===== config.mk =====
export PLATFORM = sky130hd
export DESIGN_NAME = http_chunked_transfer_encoder_core
export DESIGN_NICKNAME = d
export VERILOG_FILES = /design/src/chte_pkg.sv /design/src/chte_queue.sv /design/src/chte_front.sv /design/src/chte_back.sv /design/src/http_chunked_transfer_encoder_core.sv
export SDC_FILE = /design/constraint.sdc
export NUM_CORES = 1
export LEC_CHECK = 0
export ABC_AREA = 1
export BUFFER_PORTS_ARGS = -buffer_cell sky130_fd_sc_hd__clkbuf_2
export CORE_MARGIN = 3
export CORE_UTILIZATION = 55
export DETAILED_ROUTE_END_ITERATION = 16
export PLACE_DENSITY_LB_ADDON = 0.12
export SETUP_SLACK_MARGIN = 0.5
export SYNTH_ARGS = -nofsm -noshare
export SYNTH_HDL_FRONTEND = slang
export SYNTH_SLANG_ARGS = --single-unit

===== constraint.sdc =====
create_clock -name clock -period 5.4 [get_ports clock]
set_input_delay 0.54 -clock clock [delete_from_list [all_inputs] [get_ports clock]]
set_output_delay 0.54 -clock clock [all_outputs]
set_load 0.1 [all_outputs]

===== src/chte_pkg.sv =====
// ============================================================================
// chte_pkg: shared types and constants of the chunked transfer encoder
// Holds the command word passed from the front end to the back end,
// the back-end sequencer states, register indexes and character helpers.
// ============================================================================
package chte_pkg;

   localparam int DATA_W      = 32;
   localparam int BYTE_W      = 8;
   localparam int CSR_INDEX_W = 1;
   localparam int QUEUE_DEPTH = 4;
   localparam int QPTR_W      = $clog2(QUEUE_DEPTH);
   localparam int QCNT_W      = $clog2(QUEUE_DEPTH + 1);
   localparam int NIB_W       = 3;

   localparam logic [CSR_INDEX_W-1:0] CSR_MAX_CHUNK = 1'd0;
   localparam logic [CSR_INDEX_W-1:0] CSR_BYPASS    = 1'd1;

   localparam logic [DATA_W-1:0] MAX_CHUNK_RESET = 32'd65536;

   localparam logic REQ_PAYLOAD = 1'b0;
   localparam logic REQ_END     = 1'b1;

   localparam logic [BYTE_W-1:0] CHAR_CR   = 8'h0d;
   localparam logic [BYTE_W-1:0] CHAR_LF   = 8'h0a;
   localparam logic [BYTE_W-1:0] CHAR_ZERO = 8'h30;

   typedef enum logic [1:0] {
      CMD_RAW   = 2'd0,
      CMD_CHUNK = 2'd1,
      CMD_END   = 2'd2
   } cmd_kind_type;

   typedef struct packed {
      cmd_kind_type        kind;
      logic [BYTE_W-1:0]   data;
      logic [DATA_W-1:0]   size;
      logic                open;
      logic                close;
   } cmd_type;

   typedef enum logic [10:0] {
      PH_HEX  = 11'b000_0000_0001,
      PH_HCR  = 11'b000_0000_0010,
      PH_HLF  = 11'b000_0000_0100,
      PH_DATA = 11'b000_0000_1000,
      PH_TCR  = 11'b000_0001_0000,
      PH_TLF  = 11'b000_0010_0000,
      PH_ZERO = 11'b000_0100_0000,
      PH_ZCR  = 11'b000_1000_0000,
      PH_ZLF  = 11'b001_0000_0000,
      PH_ZCR2 = 11'b010_0000_0000,
      PH_ZLF2 = 11'b100_0000_0000
   } phase_type;

   // Lowercase hex character of one nibble.
   function automatic logic [BYTE_W-1:0] hex_char(input logic [3:0] nib);
      logic [BYTE_W-1:0] c;
      if (nib < 4'd10) begin
         c = CHAR_ZERO + {4'd0, nib};
      end else begin
         c = 8'h57 + {4'd0, nib};
      end
      return c;
   endfunction

   // Index of the most significant nonzero nibble, zero for a zero value.
   function automatic logic [NIB_W-1:0] lead_nibble(input logic [DATA_W-1:0] v);
      logic [NIB_W-1:0] idx;
      idx = '0;
      for (int i = 0; i < DATA_W / 4; i++) begin
         if (v[i*4 +: 4] != 4'd0) begin
            idx = NIB_W'(i);
         end
      end
      return idx;
   endfunction

endpackage


===== src/chte_queue.sv =====
// ============================================================================
// chte_queue: command queue between front end and back end
// A small register queue; the head entry is visible while not empty.
// ============================================================================
module chte_queue (
   input  logic              clock,
   input  logic              reset,
   input  logic              push,
   input  chte_pkg::cmd_type push_data,
   input  logic              pop,
   output chte_pkg::cmd_type head,
   output logic              full,
   output logic              empty
);
   import chte_pkg::*;

   cmd_type             entries_ff [QUEUE_DEPTH];
   logic [QPTR_W-1:0]   wptr_ff, wptr_in;
   logic [QPTR_W-1:0]   rptr_ff, rptr_in;
   logic [QCNT_W-1:0]   count_ff, count_in;
   logic                do_push, do_pop;

   assign full    = (count_ff == QCNT_W'(QUEUE_DEPTH));
   assign empty   = (count_ff == '0);
   assign head    = entries_ff[rptr_ff];
   assign do_push = push && !full;
   assign do_pop  = pop && !empty;

   always_comb begin
      wptr_in  = do_push ? wptr_ff + 1'b1 : wptr_ff;
      rptr_in  = do_pop ? rptr_ff + 1'b1 : rptr_ff;
      count_in = count_ff;
      if (do_push && !do_pop) begin
         count_in = count_ff + 1'b1;
      end else if (!do_push && do_pop) begin
         count_in = count_ff - 1'b1;
      end
   end

   always_ff @(posedge clock) begin
      if (reset) begin
         wptr_ff  <= '0;
         rptr_ff  <= '0;
         count_ff <= '0;
      end else begin
         wptr_ff  <= wptr_in;
         rptr_ff  <= rptr_in;
         count_ff <= count_in;
      end
   end

   always_ff @(posedge clock) begin
      if (do_push) begin
         entries_ff[wptr_ff] <= push_data;
      end
   end

endmodule


===== src/chte_front.sv =====
// ============================================================================
// chte_front: input classification and chunk bookkeeping
// Accepts request words, tracks the bytes owed to the open chunk and turns
// each word into one back-end command; in bypass an end marker is dropped.
// ============================================================================
module chte_front (
   input  logic                     clock,
   input  logic                     reset,
   input  logic                     req_valid,
   output logic                     req_ready,
   input  logic                     req_type,
   input  logic [7:0]               req_data_byte,
   input  logic [31:0]              req_bytes_left,
   input  logic [31:0]              chunk_limit,
   input  logic                     bypass,
   input  logic                     queue_full,
   output logic                     push,
   output chte_pkg::cmd_type        push_data
);
   import chte_pkg::*;

   logic [DATA_W-1:0] chunk_rem_ff, chunk_rem_in;
   logic [DATA_W-1:0] lim, left, size, new_rem;
   logic              accept, opening;

   assign req_ready = !queue_full;
   assign accept    = req_valid && req_ready;
   assign opening   = (chunk_rem_ff == '0);

   always_comb begin
      lim     = (chunk_limit == '0) ? DATA_W'(1) : chunk_limit;
      left    = (req_bytes_left == '0) ? DATA_W'(1) : req_bytes_left;
      size    = (left < lim) ? left : lim;
      new_rem = (opening ? size : chunk_rem_ff) - 1'b1;
   end

   always_comb begin
      chunk_rem_in    = chunk_rem_ff;
      push            = 1'b0;
      push_data.kind  = CMD_RAW;
      push_data.data  = req_data_byte;
      push_data.size  = size;
      push_data.open  = opening;
      push_data.close = (new_rem == '0);
      if (accept) begin
         if (req_type == REQ_END) begin
            // In bypass the end marker is dropped and nothing is queued.
            if (!bypass) begin
               push           = 1'b1;
               push_data.kind = CMD_END;
               chunk_rem_in   = '0;
            end
         end else if (bypass) begin
            push           = 1'b1;
            push_data.kind = CMD_RAW;
         end else begin
            push           = 1'b1;
            push_data.kind = CMD_CHUNK;
            chunk_rem_in   = new_rem;
         end
      end
   end

   always_ff @(posedge clock) begin
      if (reset) begin
         chunk_rem_ff <= '0;
      end else begin
         chunk_rem_ff <= chunk_rem_in;
      end
   end

endmodule


===== src/chte_back.sv =====
// ============================================================================
// chte_back: framing sequencer and output register
// Walks the head command through its size digits, CRLF pairs and payload,
// one output word per cycle unless stalled, and pops it with its final byte.
// ============================================================================
module chte_back (
   input  logic              clock,
   input  logic              reset,
   input  chte_pkg::cmd_type head,
   input  logic              queue_empty,
   output logic              pop,
   output logic              rsp_valid,
   input  logic              rsp_ready,
   output logic [7:0]        rsp_out_byte,
   output logic              rsp_last
);
   import chte_pkg::*;

   logic              started_ff, started_in;
   phase_type         phase_ff, phase_in;
   logic [NIB_W-1:0]  nib_ff, nib_in;
   logic              rsp_valid_ff, rsp_valid_in;
   logic [BYTE_W-1:0] rsp_byte_ff, rsp_byte_in;
   logic              rsp_last_ff, rsp_last_in;

   phase_type         start_phase, cur_phase, next_phase;
   logic [NIB_W-1:0]  cur_nib, next_nib;
   logic [3:0]        digit;
   logic [BYTE_W-1:0] out_byte;
   logic              done, emit;

   assign emit = (!rsp_valid_ff || rsp_ready) && !queue_empty;
   assign pop  = emit && done;

   always_comb begin
      case (head.kind)
         CMD_CHUNK: start_phase = head.open ? PH_HEX : PH_DATA;
         CMD_END:   start_phase = PH_ZERO;
         default:   start_phase = PH_DATA;
      endcase
      cur_phase = started_ff ? phase_ff : start_phase;
      cur_nib   = started_ff ? nib_ff : lead_nibble(head.size);
      digit     = 4'(head.size >> {cur_nib, 2'b00});
   end

   always_comb begin
      out_byte   = CHAR_CR;
      done       = 1'b0;
      next_phase = cur_phase;
      next_nib   = cur_nib;
      case (cur_phase)
         PH_HEX: begin
            out_byte = hex_char(digit);
            if (cur_nib == '0) begin
               next_phase = PH_HCR;
            end else begin
               next_nib = cur_nib - 1'b1;
            end
         end
         PH_HCR: begin
            out_byte   = CHAR_CR;
            next_phase = PH_HLF;
         end
         PH_HLF: begin
            out_byte   = CHAR_LF;
            next_phase = PH_DATA;
         end
         PH_DATA: begin
            out_byte = head.data;
            if (head.kind == CMD_CHUNK && head.close) begin
               next_phase = PH_TCR;
            end else begin
               done = 1'b1;
            end
         end
         PH_TCR: begin
            out_byte   = CHAR_CR;
            next_phase = PH_TLF;
         end
         PH_TLF: begin
            out_byte = CHAR_LF;
            done     = 1'b1;
         end
         PH_ZERO: begin
            out_byte   = CHAR_ZERO;
            next_phase = PH_ZCR;
         end
         PH_ZCR: begin
            out_byte   = CHAR_CR;
            next_phase = PH_ZLF;
         end
         PH_ZLF: begin
            out_byte   = CHAR_LF;
            next_phase = PH_ZCR2;
         end
         PH_ZCR2: begin
            out_byte   = CHAR_CR;
            next_phase = PH_ZLF2;
         end
         PH_ZLF2: begin
            out_byte = CHAR_LF;
            done     = 1'b1;
         end
         default: begin
            out_byte = CHAR_CR;
            done     = 1'b1;
         end
      endcase
   end

   always_comb begin
      started_in   = started_ff;
      phase_in     = phase_ff;
      nib_in       = nib_ff;
      rsp_valid_in = rsp_valid_ff && !rsp_ready;
      rsp_byte_in  = rsp_byte_ff;
      rsp_last_in  = rsp_last_ff;
      if (emit) begin
         rsp_valid_in = 1'b1;
         rsp_byte_in  = out_byte;
         rsp_last_in  = done;
         started_in   = !done;
         phase_in     = next_phase;
         nib_in       = next_nib;
      end
   end

   always_ff @(posedge clock) begin
      if (reset) begin
         started_ff   <= 1'b0;
         phase_ff     <= PH_DATA;
         rsp_valid_ff <= 1'b0;
      end else begin
         started_ff   <= started_in;
         phase_ff     <= phase_in;
         rsp_valid_ff <= rsp_valid_in;
      end
   end

   always_ff @(posedge clock) begin
      nib_ff      <= nib_in;
      rsp_byte_ff <= rsp_byte_in;
      rsp_last_ff <= rsp_last_in;
   end

   assign rsp_valid    = rsp_valid_ff;
   assign rsp_out_byte = rsp_byte_ff;
   assign rsp_last     = rsp_last_ff;

endmodule


===== src/http_chunked_transfer_encoder_core.sv =====
// ============================================================================
// http_chunked_transfer_encoder_core: HTTP/1.1 chunked transfer encoder
// Frames payload bytes into chunks with hex size lines, or passes them in bypass.
// ============================================================================
// Usage. Request words carry one payload byte with the count of bytes left
// in its buffer, or an end-of-stream marker. Response words carry one byte
// of the framed stream; rsp_last marks the final byte caused by a request.
// Both channels use valid/ready. Registers are written through csr_wr_en,
// csr_index and csr_wdata while the block is idle.
// With the back end idle, the first response byte of a request passes
// through the queue entry and then the output register before it is
// presented. Throughput: the output runs at one byte per cycle, set by the
// back-end sequencer, while the receiver is ready and commands are queued.
// A plain payload byte goes out alone; opening a chunk adds its size digits
// and a CRLF, closing it adds a CRLF, and an end of stream sends a zero
// digit and two CRLF pairs. A four-entry command queue lets requests keep
// arriving while header bytes go out; when it fills, req_ready drops.
// Reset clears the queue, the open-chunk count and the output valid flag,
// and restores the chunk limit to 65536 with bypass off.
// When the receiver stalls, the output word holds and the back end waits;
// the front end goes on accepting until the queue is full.
// ============================================================================
module http_chunked_transfer_encoder_core (
   input  logic                                clock,
   input  logic                                reset,
   input  logic                                req_valid,
   output logic                                req_ready,
   input  logic                                req_type,
   input  logic [7:0]                          req_data_byte,
   input  logic [31:0]                         req_bytes_left,
   output logic                                rsp_valid,
   input  logic                                rsp_ready,
   output logic [7:0]                          rsp_out_byte,
   output logic                                rsp_last,
   input  logic                                csr_wr_en,
   input  logic [chte_pkg::CSR_INDEX_W-1:0]    csr_index,
   input  logic [chte_pkg::DATA_W-1:0]         csr_wdata
);
   import chte_pkg::*;

   // Configuration registers.
   logic [DATA_W-1:0] max_chunk_ff, max_chunk_in;
   logic              bypass_ff, bypass_in;

   // Front-to-back command path.
   cmd_type push_data, head;
   logic    push, pop, q_full, q_empty;

   always_comb begin
      max_chunk_in = max_chunk_ff;
      bypass_in    = bypass_ff;
      if (csr_wr_en) begin
         case (csr_index)
            CSR_MAX_CHUNK: max_chunk_in = csr_wdata;
            CSR_BYPASS:    bypass_in    = csr_wdata[0];
            default:       max_chunk_in = max_chunk_ff;
         endcase
      end
   end

   always_ff @(posedge clock) begin
      if (reset) begin
         max_chunk_ff <= MAX_CHUNK_RESET;
         bypass_ff    <= 1'b0;
      end else begin
         max_chunk_ff <= max_chunk_in;
         bypass_ff    <= bypass_in;
      end
   end

   // The front end classifies each request word and keeps the chunk count.
   chte_front u_front (
      .clock          (clock),
      .reset          (reset),
      .req_valid      (req_valid),
      .req_ready      (req_ready),
      .req_type       (req_type),
      .req_data_byte  (req_data_byte),
      .req_bytes_left (req_bytes_left),
      .chunk_limit    (max_chunk_ff),
      .bypass         (bypass_ff),
      .queue_full     (q_full),
      .push           (push),
      .push_data      (push_data)
   );

   chte_queue u_queue (
      .clock     (clock),
      .reset     (reset),
      .push      (push),
      .push_data (push_data),
      .pop       (pop),
      .head      (head),
      .full      (q_full),
      .empty     (q_empty)
   );

   // The back end expands each command into framed output bytes.
   chte_back u_back (
      .clock        (clock),
      .reset        (reset),
      .head         (head),
      .queue_empty  (q_empty),
      .pop          (pop),
      .rsp_valid    (rsp_valid),
      .rsp_ready    (rsp_ready),
      .rsp_out_byte (rsp_out_byte),
      .rsp_last     (rsp_last)
   );

   // The queue can never look full and empty at once.
   a_queue_sane: assert property (@(posedge clock) disable iff (reset)
      !(q_full && q_empty))
      else $error("command queue reports full and empty together");

   // Nothing is presented in the cycle right after reset.
   a_reset_idle: assert property (@(posedge clock)
      reset |=> !rsp_valid)
      else $error("response valid right after reset");

   // A response word can only appear when a command was waiting.
   a_no_invented: assert property (@(posedge clock) disable iff (reset)
      (q_empty && !rsp_valid) |=> !rsp_valid)
      else $error("response word without a queued command");

endmodule


### Word level (Yosys, flattened, before mapping)

Memory sizes are Yosys's and may differ from the RTL's. A register that Yosys moved wholly into a read port is not among the register bits.
Index checks and enable logic that the tools add are counted.

| storage, ports and cells | value |
|---|---|
| flip-flop bits (word level) | 97 |
| bits in writable memories | 176 |
| input bits | 79 |
| output and inout port bits | 11 |
| memories kept | 1 |

| cells by class | value |
|---|---|
| add/sub/neg operators | 8 |
| order comparisons | 2 |
| equality and inequality tests | 14 |
| shifts and indexed selects | 1 |
| multiplexer cells | 41 |
| bitwise gates (word level) | 2 |
| reduce and logical (&&, ||, !) cells | 36 |

Memory list:

| memory | depth | width | rd ports | clocked after memory_dff | write ports | line | source |
|---|---|---|---|---|---|---|---|
| u_queue.entries_ff | 4 | 44 | 1 | 1 | 1 | chte_queue.sv:17 | `cmd_type entries_ff [QUEUE_DEPTH];` |

Operators by type and width:

| operator | number |
|---|---|
| 32-bit 2-to-1 mux | 7 |
| 32-bit zero test | 4 |
| 11-bit one-hot mux with 9 select lines | 1 |
| 11-bit 2-to-1 mux | 3 |
| 32-bit < comparator | 1 |
| 8-bit one-hot mux with 4 select lines | 1 |
| 32-bit by 5-bit >> shifter with 4-bit output | 1 |
| 32-bit by 1-bit subtractor with 32-bit output (second input constant) | 1 |
| 4-bit nonzero test | 7 |
| 3-bit 2-to-1 mux | 9 |
| 11-bit one-hot mux with 2 select lines | 1 |
| 2-bit 2-to-1 mux | 7 |
| 11-bit by 1-bit equality test with 1-bit output (second input constant) | 1 |
| 11-bit by 10-bit equality test with 1-bit output (second input constant) | 1 |
| 11-bit equality test (second input constant) | 1 |
| 11-bit by 2-bit equality test with 1-bit output (second input constant) | 1 |
| 11-bit by 3-bit equality test with 1-bit output (second input constant) | 1 |
| 11-bit by 4-bit equality test with 1-bit output (second input constant) | 1 |
| 11-bit by 5-bit equality test with 1-bit output (second input constant) | 1 |
| 11-bit by 6-bit equality test with 1-bit output (second input constant) | 1 |
| 11-bit by 7-bit equality test with 1-bit output (second input constant) | 1 |
| 11-bit by 8-bit equality test with 1-bit output (second input constant) | 1 |
| 11-bit by 9-bit equality test with 1-bit output (second input constant) | 1 |
| 1-bit logical AND | 9 |
| 21 further kinds | 41 |

### Longest topological paths before layout

| depth | value |
|---|---|
| depth after elaboration | 13 |
| gate-level depth with buffers | 33 |
| depth with buffers taken out | 32 |

### Hierarchy

From an unflattened synthesis, not the netlist that was laid out.

| second synthesis, totals | value |
|---|---|
| cell total of the unflattened synthesis | 1993 |
| area total of the unflattened synthesis | 15793.9 um^2 |

By module, submodules not included:

| module | instances | cells an instance | area each (um^2) |
|---|---|---|---|
| chte_queue | 1 | 495 | 7095.6 |
| chte_front | 1 | 952 | 4954.8 |
| chte_back | 1 | 334 | 2237.1 |
| http_chunked_transfer_encoder_core | 1 | 212 | 1506.4 |

### Least setup slack after synthesis

No wires, ideal clock.

| timing | value |
|---|---|
| path kind | reg-to-reg |
| start point | register u_queue.count_ff[1] |
| end point | memory u_queue.entries_ff[0][0] (netlist name), enable pin |
| data arrival time | 3.515 ns |
| path slack | 1.439 ns |
| cell stages (with the launch flop) | 7 |
| cells stage by stage | dfxtp_1 inv_1 nand3_1 nand2_1 a21oi_1 inv_1 nor2_1 |

| on the way | value |
|---|---|
| cells in the longest elaborated chain, start to end | 7 |

RTL lines:

| item | line | source |
|---|---|---|
| start: declaration | chte_queue.sv:20 | `logic [QCNT_W-1:0] count_ff, count_in;` |
| start signal: assignment | chte_queue.sv:48 | `count_ff <= count_in;` |
| 3-bit equality test * | chte_queue.sv:23 | `assign full = (count_ff == QCNT_W'(QUEUE_DEPTH));` |
| 1-bit zero test * | chte_front.sv:26 | `assign req_ready = !queue_full;` |
| via req_ready | http_chunked_transfer_encoder_core.sv:27 | `output logic req_ready,` |
| 1-bit logical AND | chte_front.sv:27 | `assign accept = req_valid && req_ready;` |
| 1-bit 2-to-1 mux | chte_front.sv:45 | `if (accept) begin` |
| 1-bit logical AND * | chte_queue.sv:26 | `assign do_push = push && !full;` |
| via u_queue.do_push | chte_queue.sv:21 | `logic do_push, do_pop;` |
| 1-bit 2-to-1 mux * | chte_queue.sv:53 | `if (do_push) begin` |
| 1-bit 2-to-1 mux (implied by the code) * | chte_queue.sv:54 | `entries_ff[wptr_ff] <= push_data;` |
| end: declaration | chte_queue.sv:17 |  |

The timed path passes the listed nets; every way through them passes the cells marked *.

==> flow_summary.json <==
{
  "status": "complete, no violations",
  "cts_tree": "yes",
  "hold_buffers": 0,
  "synth_edf_count": 188,
  "maxCapViolations": 0,
  "r2r_cells": 24,
  "synth_cells": 1804,
  "worstPathArrival_ns": 4.71,
  "critPathKind": "flop to flop",
  "clock-sinks": 275,
  "gr-max-usage-layer": "met2",
  "core_um2": 26300,
  "cts_buffer_depth": 3,
  "grt_use_met3_pct": 4.39,
  "placed_cell_area_um2": 15400,
  "worstPathRequired_ns": 5.83,
  "end_kind": "flop",
  "path_clk_slew_ns": 0.06,
  "setup_viol": 0,
  "synth.cell_area_um2": 14800,
  "final_area_um2": 16400,
  "grt.overflow.total": 0,
  "holdCritStartpoint": "csr_wdata[16]",
  "yosys_warnings": 0,
  "fin_tns_setup_ns": 0,
  "path_max_fanout": 49,
  "numPortBuffers": 89,
  "grt_usage_pct": 27.8,
  "routed_wirelength_um": 40700,
  "grt_pass1_vias": 11700,
  "ios": 90,
  "multi_input_comb_area_um2": 6400,
  "finalMaxSlewViolations": 0,
  "layout_common_cells": "nand2_1 (519), edfxtp_1 (188), nand3_1 (153)",
  "die_x_um": 170,
  "final_common_cell": "nand2_1",
  "crit_top_cell": "o21ai_0",
  "grtUsageMet1_pct": 37.9,
  "crit_chain": "buf_8, o21ai_0, o22ai_1, nor2_1, nand3_1, o21ai_0, nor2_1, inv_1, nor2_1, nand4_2, o21ai_0, nor2_1, nand3_1, nand2_1, inv_1, nor2_2, inv_1, ha_1, inv_1, fa_1, a21oi_1, o21ai_0, o21ai_0, a21oi_1",
  "start_kind": "flop",
  "worstSkewPairLatency_ns": 0.56,
  "synth_cell_type_count": 52,
  "ctsResizeCount": 0,
  "synth.net_count": 1925,
  "syn2layout_area_growth_pct": 10.4,
  "rsz0062_at_grt": "no",
  "fmax_mhz": 234,
  "worstReg2RegEnd": "u_queue.count_ff[2]",
  "cp_slowest_cell": "dfxtp_2",
  "start_util_pct": 56.4,
  "numCtsBuffers": 28,
  "drive_gt1_share_pct": 12.5,
  "htreeDepth": 1,
  "ys_ff_latch": 275,
  "use_met2_pct": 46.7,
  "fillers": 2315,
  "ys_seq_area_share_pct": 49.8,
  "dieArea_um2": 28900,
  "vias": 12300,
  "worstHoldPathType": "input port to flop",
  "clock-skew-final_ns": 0.0161,
  "fp-row-count": 59,
  "fin_crit_ns": 4.28,
  "timing.critical_path.to": "u_queue.count_ff[2]",
  "antennaDiodeCount": 0,
  "setup.reg_to_reg.worst_slack_ns": 1.12,
  "tightest_slew_ns": 1.04,
  "dr.first_iter.drc_count": 1192,
  "synthFlopType": "edfxtp_1",
  "route.detailed.vias_per_inst": 5.62,
  "drt-wirelength-per-cell_um": 18.6,
  "drtAntennaViolNets": 0,
  "dr.pass1.iters": 5,
  "drc_errors": 0,
  "place.gp.congestion": 0.988,
  "root_buffer": "clkbuf_16",
  "fin_crit_sh_pct": 79.2,
  "synthArstFlopShare_pct": 0,
  "fin_nets": 1954,
  "ff_latch_area_um2": 7390,
  "slowest_delay_ns": 0.54,
  "die_y_um": 170,
  "slew_headroom_pct": 31.0,
  "finalHoldViolations": 0,
  "grt_max_degree": 58,
  "postCtsSetupBuffers": 0,
  "synth_area_per_cell_um2": 8.21,
  "grt_first_pass_wirelength_um": 63100,
  "dp_hpwl_um": 29900,
  "antenna_found_initial": 0
}
state kept, by name, indices dropped and copies added (netlist names), named ones only:
signal	cells
u_queue.count_ff	3
u_back.rsp_last	1
u_back.rsp_valid	1
u_back.phase_ff	11
u_front.chunk_rem_ff	32
u_back.rsp_out_byte	8
u_back.started_ff	1
bypass_ff	1
u_queue.entries_ff	176
u_queue.wptr_ff	2
u_back.nib_ff	3
u_queue.rptr_ff	2
max_chunk_ff	32
per-stage QoR:
| stage | hold slack [ns] | worst slack [ns] | instances | utilization (%) |
|---|---|---|---|---|
| 2_1_floorplan | 0.433 | 1.44 | 1804 | - |
| 3_3_place_gp | 0.442 | 0.985 | 2138 | 58.5 |
| 3_5_place_dp | 0.450 | 0.917 | 2138 | 58.5 |
| 4_1_cts | 0.188 | 0.988 | 2190 | 62.2 |
| 5_1_grt | 0.186 | 0.559 | 2190 | 62.2 |
| 6_report | 0.204 | 1.12 | 2190 | 62.2 |
worst min-delay path by stage:
stage | cells past startpoint | endpoint | slack, ns
after floorplan | 2 | u_back.phase_ff[3] | 0.43
after global routing | 1 | u_queue.entries_ff[1][38] | 0.19
after global placement | 2 | u_back.phase_ff[3] | 0.44
after detailed placement | 2 | u_back.phase_ff[3] | 0.45
after CTS | 1 | u_queue.entries_ff[1][38] | 0.19
final | 3 | max_chunk_ff[16] | 0.20
final cells by class:
class / count / share of cell area [%]
clock buffer: 40 / 4.86
clock inverter: 12 / 1.06
sequential: 275 / 45.2
multi-input combinational: 1262 / 39.1
inverter: 160 / 3.69
timing repair buffer: 106 / 3.55
tap: 335 / 2.56
worst max-delay path, delay by kind of cell, from the launching register on:
| family | cells | cell delay, ns |
|---|---|---|
| AOI/OAI and AO/OA | 8 | 1.22 |
| adders and majority gates | 2 | 0.52 |
| buffers and inverters | 5 | 0.63 |
| DFF | 1 | 0.54 |
| and+or+nand+nor | 9 | 1.21 |
kinds of logic after synthesis:
kind of cell | synth area share [%]
compound gates | 11.8
xor+xnor | 0.414
fa+ha+maj | 3.60
buf+inv | 7.41
flops | 49.8
simple gates | 26.9
per-layer routing:
| layer | up-vias | wire (um) |
|---|---|---|
| met4 | 0 | 1150 |
| met3 | 78 | 2600 |
| li1 | 6138 | - |
| met1 | 5710 | 17600 |
| met5 | - | 0 |
| met2 | 389 | 19300 |
synth_stat cells, types with 26 or more instances:
cell type / instances / area (um2)
a21oi_1: 138 / 691
buf_2: 28 / 140
clkbuf_1: 65 / 244
dfxtp_1: 87 / 1740
edfxtp_1: 188 / 5650
ha_1: 41 / 513
inv_1: 147 / 552
nand2_1: 519 / 1950
nand2_2: 26 / 163
nand3_1: 153 / 766
nor2_1: 141 / 529
o21ai_0: 74 / 370
Power is not shown: default switching activity piles up to over one toggle a cycle in this logic, so the estimate is an artifact.
